### config.mk
export PLATFORM = sky130hd
export DESIGN_NAME = clock_time_set_controller_core
export DESIGN_NICKNAME = d
export VERILOG_FILES = /design/src/sv/ctsc_pkg.sv /design/src/sv/ctsc_engine.sv /design/src/sv/clock_time_set_controller_core.sv
export SDC_FILE = /design/constraint.sdc
export NUM_CORES = 1
export LEC_CHECK = 0
export BUFFER_PORTS_ARGS = -buffer_cell sky130_fd_sc_hd__buf_2
export CORE_MARGIN = 1.5
export CORE_UTILIZATION = 30
export CTS_CLUSTER_DIAMETER = 40
export DETAILED_ROUTE_END_ITERATION = 8
export SLEW_MARGIN = 20
export SYNTH_ARGS = -nofsm -noshare
export SYNTH_HDL_FRONTEND = slang
export SYNTH_SLANG_ARGS = --single-unit
### constraint.sdc
create_clock -name i_clk -period 9.2 [get_ports i_clk]
set_clock_uncertainty 0.2 [all_clocks]
set_input_delay 0.92 -clock i_clk [delete_from_list [all_inputs] [get_ports i_clk]]
set_output_delay 0.92 -clock i_clk [all_outputs]
set_load 0.005 [all_outputs]
### src/sv/ctsc_pkg.sv
package ctsc_pkg;

    // item kinds
    localparam logic [2:0] KIND_START = 3'd0;
    localparam logic [2:0] KIND_UP    = 3'd1;
    localparam logic [2:0] KIND_DOWN  = 3'd2;
    localparam logic [2:0] KIND_NEXT  = 3'd3;
    localparam logic [2:0] KIND_PREV  = 3'd4;
    localparam logic [2:0] KIND_EXIT  = 3'd5;
    localparam logic [2:0] KIND_LOAD  = 3'd6;

    // field codes
    localparam logic [2:0] FLD_HOUR  = 3'd0;
    localparam logic [2:0] FLD_MIN   = 3'd1;
    localparam logic [2:0] FLD_SEC   = 3'd2;
    localparam logic [2:0] FLD_AMPM  = 3'd3;
    localparam logic [2:0] FLD_YEAR  = 3'd4;
    localparam logic [2:0] FLD_MONTH = 3'd5;
    localparam logic [2:0] FLD_DATE  = 3'd6;
    localparam logic [2:0] FLD_WDAY  = 3'd7;

    localparam int unsigned NUM_REGS = 7;
    localparam logic [2:0] HOUR_REG   = 3'd2;
    localparam logic [2:0] YEAR_REG   = 3'd6;
    localparam logic [2:0] MONTH_REG  = 3'd5;
    localparam logic [7:0] HOUR_MASK  = 8'h1F;
    localparam logic [7:0] MODE_MASK  = 8'h60;
    localparam int unsigned AMPM_BIT  = 5;
    localparam logic [4:0] LIMIT_RESET = 5'd31;

    typedef struct packed {
        logic [2:0] kind;
        logic [2:0] reg_index;
        logic [7:0] reg_value;
    } t_in_item;

    typedef struct packed {
        logic       write_valid;
        logic [2:0] write_reg;
        logic [7:0] write_data;
        logic [2:0] field_now;
        logic [6:0] shown_value;
        logic       setting_active;
    } t_out_item;

    // clock register that holds each field
    function automatic logic [2:0] fld_reg(input logic [2:0] f);
        logic [2:0] r;
        unique case (f)
            FLD_HOUR:  r = 3'd2;
            FLD_MIN:   r = 3'd1;
            FLD_SEC:   r = 3'd0;
            FLD_AMPM:  r = 3'd2;
            FLD_YEAR:  r = 3'd6;
            FLD_MONTH: r = 3'd5;
            FLD_DATE:  r = 3'd4;
            default:   r = 3'd3;
        endcase
        return r;
    endfunction

    function automatic logic [6:0] fld_lo(input logic [2:0] f);
        logic [6:0] r;
        unique case (f)
            FLD_HOUR, FLD_MONTH, FLD_DATE, FLD_WDAY: r = 7'd1;
            default:                                 r = 7'd0;
        endcase
        return r;
    endfunction

    function automatic logic [6:0] fld_hi(input logic [2:0] f);
        logic [6:0] r;
        unique case (f)
            FLD_HOUR:         r = 7'd12;
            FLD_MIN, FLD_SEC: r = 7'd59;
            FLD_AMPM:         r = 7'd1;
            FLD_YEAR:         r = 7'd99;
            FLD_MONTH:        r = 7'd12;
            FLD_DATE:         r = 7'd31;
            default:          r = 7'd7;
        endcase
        return r;
    endfunction

    // high nibble times ten plus low nibble
    function automatic logic [7:0] bcd_dec(input logic [7:0] b);
        return {1'b0, b[7:4], 3'b000} + {3'b000, b[7:4], 1'b0} + {4'b0000, b[3:0]};
    endfunction

    // divide by ten through multiply by 205 and shift by 11, exact for 7-bit values
    function automatic logic [7:0] bcd_enc(input logic [6:0] v);
        logic [14:0] prod;
        logic [3:0]  q;
        logic [6:0]  rem;
        prod = 15'(v) * 15'd205;
        q    = prod[14:11];
        rem  = v - 7'({q, 3'b000} + {2'b00, q, 1'b0});
        return {q, rem[3:0]};
    endfunction

endpackage

### src/sv/ctsc_engine.sv
module ctsc_engine (
    input  logic                i_clk,
    input  logic                i_rst_n,
    input  logic                i_step,
    input  ctsc_pkg::t_in_item  i_item,
    output ctsc_pkg::t_out_item o_result
);

    logic [7:0] r_shadow [ctsc_pkg::NUM_REGS];
    logic [7:0] n_shadow [ctsc_pkg::NUM_REGS];
    logic [2:0] r_field, n_field;
    logic [6:0] r_work, n_work;
    logic [4:0] r_limit, n_limit;
    logic       r_active, n_active;

    logic       do_write;
    logic [2:0] wr_reg;
    logic [7:0] wr_data;
    logic       do_enter;
    logic [2:0] enter_fld;
    logic [7:0] enter_src;
    logic [7:0] dec_val;
    logic [7:0] year_dec;
    logic [7:0] month_dec;
    logic [6:0] lo_v, hi_v;
    logic [6:0] step_work;

    // write-back byte for the current field
    always_comb begin
        wr_reg = ctsc_pkg::fld_reg(r_field);
        unique case (r_field)
            ctsc_pkg::FLD_HOUR: begin
                wr_data = ctsc_pkg::bcd_enc(r_work)
                        | (r_shadow[ctsc_pkg::HOUR_REG] & ctsc_pkg::MODE_MASK);
            end
            ctsc_pkg::FLD_AMPM: begin
                wr_data = r_shadow[ctsc_pkg::HOUR_REG];
                wr_data[ctsc_pkg::AMPM_BIT] = r_work[0] | (|r_work[6:1]);
            end
            default: begin
                wr_data = ctsc_pkg::bcd_enc(r_work);
            end
        endcase
    end

    // item decode, adjust and shadow update
    always_comb begin
        n_shadow  = r_shadow;
        step_work = r_work;
        n_active  = r_active;
        do_write  = 1'b0;
        do_enter  = 1'b0;
        enter_fld = ctsc_pkg::FLD_HOUR;
        lo_v      = ctsc_pkg::fld_lo(r_field);
        hi_v      = ctsc_pkg::fld_hi(r_field);
        if (i_item.kind == ctsc_pkg::KIND_START) begin
            n_active = 1'b1;
            do_enter = 1'b1;
        end else if (i_item.kind == ctsc_pkg::KIND_LOAD) begin
            if (i_item.reg_index != 3'd7) begin
                n_shadow[i_item.reg_index] = i_item.reg_value;
            end
        end else if (i_item.kind == ctsc_pkg::KIND_UP
                     || i_item.kind == ctsc_pkg::KIND_DOWN) begin
            if (r_active) begin
                if (r_field == ctsc_pkg::FLD_AMPM) begin
                    step_work = r_work ^ 7'd1;
                end else if (r_field == ctsc_pkg::FLD_DATE) begin
                    if (i_item.kind == ctsc_pkg::KIND_UP) begin
                        step_work = (r_work >= {2'b00, r_limit}) ? {2'b00, r_limit}
                                                                 : r_work + 7'd1;
                    end else begin
                        step_work = (r_work <= 7'd1) ? 7'd1 : r_work - 7'd1;
                    end
                end else if (i_item.kind == ctsc_pkg::KIND_UP) begin
                    step_work = (r_work >= hi_v) ? lo_v : r_work + 7'd1;
                end else begin
                    step_work = (r_work <= lo_v) ? hi_v : r_work - 7'd1;
                end
            end
        end else if (i_item.kind == ctsc_pkg::KIND_NEXT
                     || i_item.kind == ctsc_pkg::KIND_PREV
                     || i_item.kind == ctsc_pkg::KIND_EXIT) begin
            if (r_active) begin
                do_write         = 1'b1;
                n_shadow[wr_reg] = wr_data;
                if (i_item.kind == ctsc_pkg::KIND_NEXT) begin
                    if (r_field == ctsc_pkg::FLD_WDAY) begin
                        n_active = 1'b0;
                    end else begin
                        do_enter  = 1'b1;
                        enter_fld = r_field + 3'd1;
                    end
                end else if (i_item.kind == ctsc_pkg::KIND_PREV) begin
                    do_enter  = 1'b1;
                    enter_fld = r_field - 3'd1;
                end else begin
                    n_active = 1'b0;
                end
            end
        end
    end

    // field entry reads the shadow after this item's write
    always_comb begin
        n_field   = r_field;
        n_limit   = r_limit;
        n_work    = step_work;
        enter_src = (enter_fld == ctsc_pkg::FLD_HOUR)
                  ? (n_shadow[ctsc_pkg::HOUR_REG] & ctsc_pkg::HOUR_MASK)
                  : n_shadow[ctsc_pkg::fld_reg(enter_fld)];
        dec_val   = ctsc_pkg::bcd_dec(enter_src);
        year_dec  = ctsc_pkg::bcd_dec(n_shadow[ctsc_pkg::YEAR_REG]);
        month_dec = ctsc_pkg::bcd_dec(n_shadow[ctsc_pkg::MONTH_REG]);
        if (do_enter) begin
            n_field = enter_fld;
            if (enter_fld == ctsc_pkg::FLD_AMPM) begin
                n_work = {6'b000000, n_shadow[ctsc_pkg::HOUR_REG][ctsc_pkg::AMPM_BIT]};
            end else if (dec_val < {1'b0, ctsc_pkg::fld_lo(enter_fld)}
                         || dec_val > {1'b0, ctsc_pkg::fld_hi(enter_fld)}) begin
                n_work = ctsc_pkg::fld_lo(enter_fld);
            end else begin
                n_work = dec_val[6:0];
            end
            // month length for the date field, leap when year divisible by four
            if (enter_fld == ctsc_pkg::FLD_DATE) begin
                if (month_dec == 8'd1 || month_dec == 8'd3 || month_dec == 8'd5
                    || month_dec == 8'd7 || month_dec == 8'd8 || month_dec == 8'd10
                    || month_dec == 8'd12) begin
                    n_limit = 5'd31;
                end else if (month_dec == 8'd2) begin
                    n_limit = (year_dec[1:0] == 2'b00) ? 5'd29 : 5'd28;
                end else begin
                    n_limit = 5'd30;
                end
            end
        end
    end

    // result of this item
    always_comb begin
        o_result.write_valid    = do_write;
        o_result.write_reg      = do_write ? wr_reg : 3'd0;
        o_result.write_data     = do_write ? wr_data : 8'd0;
        o_result.field_now      = n_field;
        o_result.shown_value    = n_work;
        o_result.setting_active = n_active;
    end

    // state registers
    always_ff @(posedge i_clk) begin
        if (!i_rst_n) begin
            for (int i = 0; i < ctsc_pkg::NUM_REGS; i++) begin
                r_shadow[i] <= 8'd0;
            end
            r_field  <= ctsc_pkg::FLD_HOUR;
            r_work   <= 7'd0;
            r_limit  <= ctsc_pkg::LIMIT_RESET;
            r_active <= 1'b0;
        end else if (i_step) begin
            r_shadow <= n_shadow;
            r_field  <= n_field;
            r_work   <= n_work;
            r_limit  <= n_limit;
            r_active <= n_active;
        end
    end

endmodule

### src/sv/clock_time_set_controller_core.sv
// Time-setting controller of a real-time clock.
// Input channel (i_in_valid / i_in_item / o_in_stall) carries button events
// (start, up, down, next, previous, exit) and register loads that refresh the
// seven-byte BCD shadow of the clock registers.
// Output channel (o_out_valid / o_out_item / i_out_stall) returns exactly one
// item per input item: an optional register write-back plus the field being
// edited, its binary value and the setting-mode flag.
// An item passes through the input register and then the result register.
// Throughput is one item per cycle while the receiver does not stall; the state
// update is a single combinational pass between the two registers.
// When the receiver stalls, the result register holds its item; an empty input
// register still takes one more item, and o_in_stall rises once it holds one.
// Synchronous active-low reset empties both registers, clears the shadow,
// selects the hour field, clears the working value and setting mode, and sets
// the month length to 31.
module clock_time_set_controller_core (
    input  logic                i_clk,
    input  logic                i_rst_n,
    input  logic                i_in_valid,
    input  ctsc_pkg::t_in_item  i_in_item,
    output logic                o_in_stall,
    output logic                o_out_valid,
    output ctsc_pkg::t_out_item o_out_item,
    input  logic                i_out_stall
);

    logic                r_in_valid;
    ctsc_pkg::t_in_item  r_in_item;
    logic                r_out_valid;
    ctsc_pkg::t_out_item r_out_item;
    ctsc_pkg::t_out_item result;
    logic                out_adv;
    logic                step;

    // handshake control
    assign out_adv    = !r_out_valid || !i_out_stall;
    assign step       = r_in_valid && out_adv;
    assign o_in_stall = r_in_valid && !out_adv;

    ctsc_engine u_engine (
        .i_clk    (i_clk),
        .i_rst_n  (i_rst_n),
        .i_step   (step),
        .i_item   (r_in_item),
        .o_result (result)
    );

    // input register
    always_ff @(posedge i_clk) begin
        if (!i_rst_n) begin
            r_in_valid <= 1'b0;
        end else if (!o_in_stall) begin
            r_in_valid <= i_in_valid;
        end
    end

    always_ff @(posedge i_clk) begin
        if (!o_in_stall && i_in_valid) begin
            r_in_item <= i_in_item;
        end
    end

    // result register
    always_ff @(posedge i_clk) begin
        if (!i_rst_n) begin
            r_out_valid <= 1'b0;
        end else if (out_adv) begin
            r_out_valid <= r_in_valid;
        end
    end

    always_ff @(posedge i_clk) begin
        if (step) begin
            r_out_item <= result;
        end
    end

    assign o_out_valid = r_out_valid;
    assign o_out_item  = r_out_item;

endmodule

==> results.txt, run 1 <==
Clk_lat worst skew = 0.37 ns
Most used cell, CP = inv_1
Area post-placement = 0.00974 mm^2
Slew Viols, Final = 0
H-tree depth = 3
Area of the die = 0.0311 mm^2
Total global routing overflow = 0
P_leak = 0.00413 uW
Worst-margin pin slew = 1.03 ns
Root buffer cell = clkbuf_16
Min Tclk post-route = 8.79 ns
Hold-fix buffers at CTS = 0
Max_cap viols = 0
PD cells = 117 mW/mm^2
CP top delay family = adder cells
Largest net degree at the start of global routing = 74
Status = finished, final reports clean
Register area share after synthesis = 28.1%
CP max FO = 5
Vias in the first global route = 8510
Fillers = 3150
Design Area, Final = 0.0102 mm^2
First-pass GRT wire length = 48.7 mm
WS Path Type = flip-flop to flip-flop
Initial antenna violation count = 0
Die Y = 176 um
WL final = 31.1 mm
Hold_sp = u_engine.r_shadow[6]$_SDFFE_PN0P_
Initial DRC Count = 986
Avg WL per Cell = 20.2 um
Cell Rows = 63
Vias = 8916
Highest clock rate = 114 MHz
CP Launch Type = flip-flop
GP Congestion = 0.996
Critical path startpoint = u_engine.r_work[4]$_SDFFE_PN0P_
Setup violations, final = 0
Worst hold path class = flip-flop to flip-flop
P&R area growth vs syn = 12.9%
TritonCTS buffer count = 9
Final period util = 95.6%
Number of distinct library cells after synthesis = 93
# clock sinks = 108
GR peak layer = met2
Arrival time at the worst endpoint = 8.91 ns
Number of remaining DRC errors = 0
Share of layout cells above drive strength 1 = 13.0%
M3 GR Usage = 4.35%
Yosys warning count = 0
Die width = 176 um
Number of buffers added on ports = 42
Post-Syn Instances = 1107
Final hold vios = 0
Primary FF master, synth = dfxtp_1
Clock Path Buffers = 2
Synthesized net count = 1221
Hpwl dp = 23.0 mm
Crit end category = flip-flop
Asr flop ratio synth = 0%
Netlist Area Pre-Place = 0.00901 mm^2
Met1 usage = 27.2%
Crit path required time = 9.32 ns
Initial Util = 30.4%
CTS tree = built
Syn avg cell area = 8.14 um^2
Worst R2R Start = u_engine.r_work[4]$_SDFFE_PN0P_
Core area = 0.0296 mm^2
DR vias/cell = 5.80
Total Routing Usage GR = 20.2%
Worst rel slew slack = 31.0%
Top Ports = 43
Worst path max stage delay = 0.59 ns
CP Buf/Inv Count = 6
Clock slew seen by the registers of the worst setup and hold paths = 0.08 ns
Met2 usage = 31.6%
Antenna cell count = 0
Crit-path slowest cell = fa_1
VDD IR max = 0.0865 mV
Setup TNS Final = 0 ns
EDFF count, synth = 37
Synth Register Bits = 108
DRT antenna net count = 0
Router iterations before antenna repair = 5
Final-stage net count = 1255
==> placed cells by master (no fill, tap or decap), types with 5 or more instances in the layout <==
cell type	count
o311ai_0	6
mux2i_1	13
nor3_1	20
clkbuf_16	9
o21a_1	8
inv_1	56
nand3_1	18
buf_4	37
dfxtp_1	69
nand2b_1	9
a22oi_1	14
xnor2_1	17
nor2b_1	21
a21o_1	8
fa_1	10
nor2_1	87
nor4_1	5
o211ai_1	13
a21oi_1	80
xor2_1	6
or3_1	8
ha_1	82
o221ai_1	12
and3b_1	5
nand4_1	6
o221a_2	10
a21boi_0	30
o21ai_0	75
and2_1	15
a211oi_1	9
nand2_1	140
o22ai_1	31
buf_2	42
and3_1	10
a31oi_1	8
edfxtp_1	37
==> final cells by class <==
class	count	area [um^2]	share of cell area, %
Clock buffer	10	229	2.25
Clock inverter	6	46.3	0.455
Inverter	59	221	2.18
Multi-Input combinational cell	883	6150	60.5
Sequential cell	108	2540	24.9
Tap cell	390	488	4.80
Timing Repair Buffer	80	499	4.91
==> worst min-delay path, delay by kind of cell (launching register included) <==
family	cells	cell delay, ns
and+or+nand+nor	1	0.04
DFF	1	0.31
AOI/OAI and AO/OA	1	0.07
==> power breakdown <==
part	leakage, uW	internal, uW	total, uW	switching, uW
clock network	0.000131	187	386	199
registers	0.000938	507	525	18.4
logic	0.00306	107	281	174
total	0.00413	800	1190	391
==> final timing paths <==
check | to | depth (start not counted) | slack (ns)
worst max-delay path | u_engine.r_work[1]$_SDFFE_PN0P_ | 35 | 0.41
worst min-delay path | u_engine.r_shadow[6]$_SDFFE_PN0P_ | 2 | 0.27
worst max register to register | u_engine.r_work[1]$_SDFFE_PN0P_ | 35 | 0.41
worst min register to register | u_engine.r_shadow[6]$_SDFFE_PN0P_ | 2 | 0.27
==> through the flow <==
stage	util (%)	setup slack [ns]	hold slack, ns	std cells	power, uW
final	34.3	0.408	0.271	1536	1190
after global routing	34.3	-0.0404	0.293	1536	1250
after CTS	33.8	0.0437	0.275	1532	1180
after detailed placement	32.9	0.0360	0.262	1516	799
after global placement	32.9	0.272	0.249	1516	798
after floorplan	-	0.707	0.238	1107	704
==> logic make-up after synthesis <==
| logic type | after synthesis | share of synthesized area, % |
|---|---|---|
| AOI/OAI and AO/OA | 371 | 28.2 |
| xor gates and xnor gates | 25 | 2.43 |
| adders and majority gates | 96 | 14.3 |
| buffers and inverters | 116 | 5.14 |
| DFF | 108 | 28.1 |
| muxes | 15 | 1.69 |
| and+or+nand+nor | 376 | 20.1 |
==> synth_stat cells, drive strengths merged (15+ instances only) <==
cell type	count	area, um^2
nand3	18	90.1
a21oi	83	415
clkbuf	43	161
o21ai	80	412
nor3	22	115
dfxtp	71	1420
xnor2	19	166
nor2	87	327
nand2	144	546
ha	84	1050
o22ai	32	200
edfxtp	37	1110
nor2b	22	138
a22oi	16	134
and2	15	93.8
inv	58	218
a21boi	30	225
==> layer usage <==
metal	up-vias	routed length, um
met2	443	13900
li1	4160	-
met4	0	1010
met3	70	2670
met1	4243	13600
met5	-	0
==> state kept, by name (all words and copies together), names as in the netlist <==
name               flops
u_engine.r_work        7
o_out_valid            1
u_engine.r_active      1
r_in_item             14
r_in_valid             1
u_engine.r_limit       2
u_engine.r_field       3
o_out_item            23
u_engine.r_shadow     56
==> repair_timing <==
| item | in CTS | in global routing |
|---|---|---|
| setup endpoints to repair | 1 | 14 |
| gates resized for setup | 1 | 25 |
| setup buffers | 0 | 4 |
| pin swaps | 0 | 9 |
No activity file was read; power rests on OpenSTA's default activity.
==> run 2: changes to the inputs <==
clock period = 9.36 ns   (was 9.2 ns; I/O delays follow)
==> results.txt, run 2 (synthesis results as in run 1) <==
Number of buffers added on ports = 42 (unchanged)
Design Power = 1170 uW (-2.2%)
Cells on Worst Hold Path = 2 (unchanged)
Vias in the first global route = 8463 (-0.55%)
Worst R2R Start = u_engine.r_work[4]$_SDFFE_PN0P_
CP max FO = 5 (unchanged)
WL final = 31.1 mm (+0.15%)
Root buffer cell = clkbuf_16
Worst hold path class = flip-flop to flip-flop
Final period util = 96.1% (+0.55 points)
Clock slew seen by the registers of the worst setup and hold paths = 0.08 ns (about the same)
VDD IR max = 0.0800 mV (-7.5%)
Final hold vios = 0 (unchanged)
Avg WL per Cell = 20.4 um (+0.80%)
Hold Path End = u_engine.r_shadow[18]$_SDFFE_PN0P_
Worst path max stage delay = 0.56 ns (-0.03 ns)
CP Launch Type = flip-flop
Pre-CTS setup slack = 0.146 ns (+0.110 ns)
Highest clock rate = 111 MHz (-2.3%)
H-tree depth = 3 (unchanged)
Flip-flop count of the largest register after layout = 56 (unchanged)
Fillers = 3169 (+0.60%)
Largest net degree at the start of global routing = 74 (unchanged)
End-of-flow core utilization = 33.9% (-0.46 points)
R2R setup slack = 0.36 ns (-0.04 ns)
Die Y = 176 um (unchanged)
DR vias/cell = 5.85 (+0.75%)
Clk_lat worst skew = 0.37 ns (about the same)
Max_cap viols = 0 (unchanged)
Min Tclk post-route = 9.00 ns (+0.204 ns)
Crit end category = flip-flop
Biggest register = u_engine.r_shadow
Die width = 176 um (unchanged)
Most used cell, CP = ha_1
Most frequent cells in the layout = 140 x nand2_1, 87 x nor2_1, 84 x ha_1
PD cells = 116 mW/mm^2 (-0.87%)
Number of remaining DRC errors = 0 (unchanged)
Commonest non-fill, non-tap cell in the layout = nand2_1
Crit path required time = 9.46 ns (+0.14 ns)
Initial DRC Count = 1218 (+24%)
Reg2Reg Depth = 36 (+2.9%)
Hpwl dp = 22.7 mm (-1.0%)
Clock Path Buffers = 2 (unchanged)
Core area = 0.0296 mm^2 (unchanged)
Final-stage net count = 1245 (-0.80%)
WS Path Type = flip-flop to flip-flop
Area of the die = 0.0311 mm^2 (unchanged)
Initial Util = 30.4% (unchanged)
First-pass GRT wire length = 48.7 mm (about the same)
Hold_sp = u_engine.r_shadow[18]$_SDFFE_PN0P_
Design Area, Final = 0.0100 mm^2 (-1.3%)
Total global routing overflow = 0 (unchanged)
Top Ports = 43 (unchanged)
Slew Viols, Final = 0 (unchanged)
TritonCTS buffer count = 9 (unchanged)
Share of layout cells above drive strength 1 = 11.5% (-1.5 points)
Total Routing Usage GR = 20.1% (-0.13 points)
Worst rel slew slack = 26.8% (-4.3 points)
DRT antenna net count = 0 (unchanged)
Setup violations, final = 0 (unchanged)
Antenna cell count = 0 (unchanged)
Vias = 8924 (+0.090%)
Cell Rows = 63 (unchanged)
Arrival time at the worst endpoint = 9.10 ns (+0.19 ns)
Hold-fix buffers at CTS = 0 (unchanged)
# clock sinks = 108 (unchanged)
Final worst setup slack = 0.363 ns (-0.0444 ns)
Crit-path slowest cell = fa_1
Initial antenna violation count = 0 (unchanged)
P&R area growth vs syn = 11.4%
GP Congestion = 0.953 (-4.4%)
Status = finished, final reports clean
P_leak = 0.00407 uW (-1.4%)
CTS tree = built
Reg2Reg Capture Point = u_engine.r_work[4]$_SDFFE_PN0P_
Router iterations before antenna repair = 6 (+1)
Area post-placement = 0.00967 mm^2 (-0.69%)
Worst-margin pin slew = 1.10 ns (+0.0686 ns)
[run 2: changes by cell type in the layout (fill, tap and decap cells not counted), moves of 2 or more]
cell and change:
a21oi_2 -3, a21oi_1 +3, ha_4 -2, fa_1 +2
ha_1 +2, fa_2 -2, buf_4 -9
[run 2: repair_timing]
item | in CTS | in global routing
endpoints found under the setup margin | 0 | 14
setup buffers | 0 | 3
resized for setup | 0 | 14
[run 2: critical path, delay by kind of cell (launching register included)]
family                   cells  cell delay, ns
buffers and inverters        4            0.25
flip-flops                   1            0.38
adder cells (fa/ha/maj)      9            3.58
AND/OR/NAND/NOR              7            1.48
AO/OA/AOI/OAI               13            2.57
XOR/XNOR                     3            0.48
[run 2: worst max path at each step]
| stage | startpoint | endpoint | slack, ns | cells after the start |
|---|---|---|---|---|
| 2_1_floorplan | u_engine.r_work[4]$_SDFFE_PN0P_ | u_engine.r_work[2]$_SDFFE_PN0P_ | 0.87 | 35 |
| 3_3_place_gp | u_engine.r_work[6]$_SDFFE_PN0P_ | u_engine.r_work[3]$_SDFFE_PN0P_ | 0.33 | 31 |
| 3_5_place_dp | u_engine.r_work[6]$_SDFFE_PN0P_ | u_engine.r_work[5]$_SDFFE_PN0P_ | 0.15 | 34 |
| 4_1_cts | u_engine.r_work[6]$_SDFFE_PN0P_ | u_engine.r_work[5]$_SDFFE_PN0P_ | 0.12 | 34 |
| 5_1_grt | u_engine.r_work[4]$_SDFFE_PN0P_ | u_engine.r_work[4]$_SDFFE_PN0P_ | -0.05 | 36 |
| 6_report | u_engine.r_work[4]$_SDFFE_PN0P_ | u_engine.r_work[4]$_SDFFE_PN0P_ | 0.36 | 36 |
[run 2: layer usage]
metal / share of wire, % / track usage, %
met5: 0 / 0
met4: 3.4 / 7.05
met3: 8.1 / 3.12
met2: 45 / 31.7
met1: 44 / 27.6
[run 2: report_power, final]
group / internal, uW / leakage (uW) / total [uW] / switching, uW
sequential: 498 / 0.000938 / 517 / 18.5
combinational: 101 / 0.00300 / 271 / 170
clock: 184 / 0.000133 / 378 / 194
total: 784 / 0.00407 / 1170 / 382
[run 2: cell type report]
| cell class | instances | area, um^2 | area share, % |
|---|---|---|---|
| tap | 390 | 488 | 4.86 |
| inverter | 59 | 221 | 2.21 |
| clock buffer | 10 | 229 | 2.28 |
| timing repair buffer | 70 | 420 | 4.19 |
| sequential | 108 | 2530 | 25.2 |
| multi-input combinational | 883 | 6100 | 60.7 |
| clock inverter | 6 | 48.8 | 0.486 |
[run 2: per-stage QoR]
step                hold slack (ns)  cells  setup TNS, ns
floorplan                     0.238   1107              0
global placement              0.250   1507              0
detailed placement            0.260   1507              0
CTS                           0.272   1523              0
global route                  0.285   1526         -0.154
finish                        0.268   1526              0
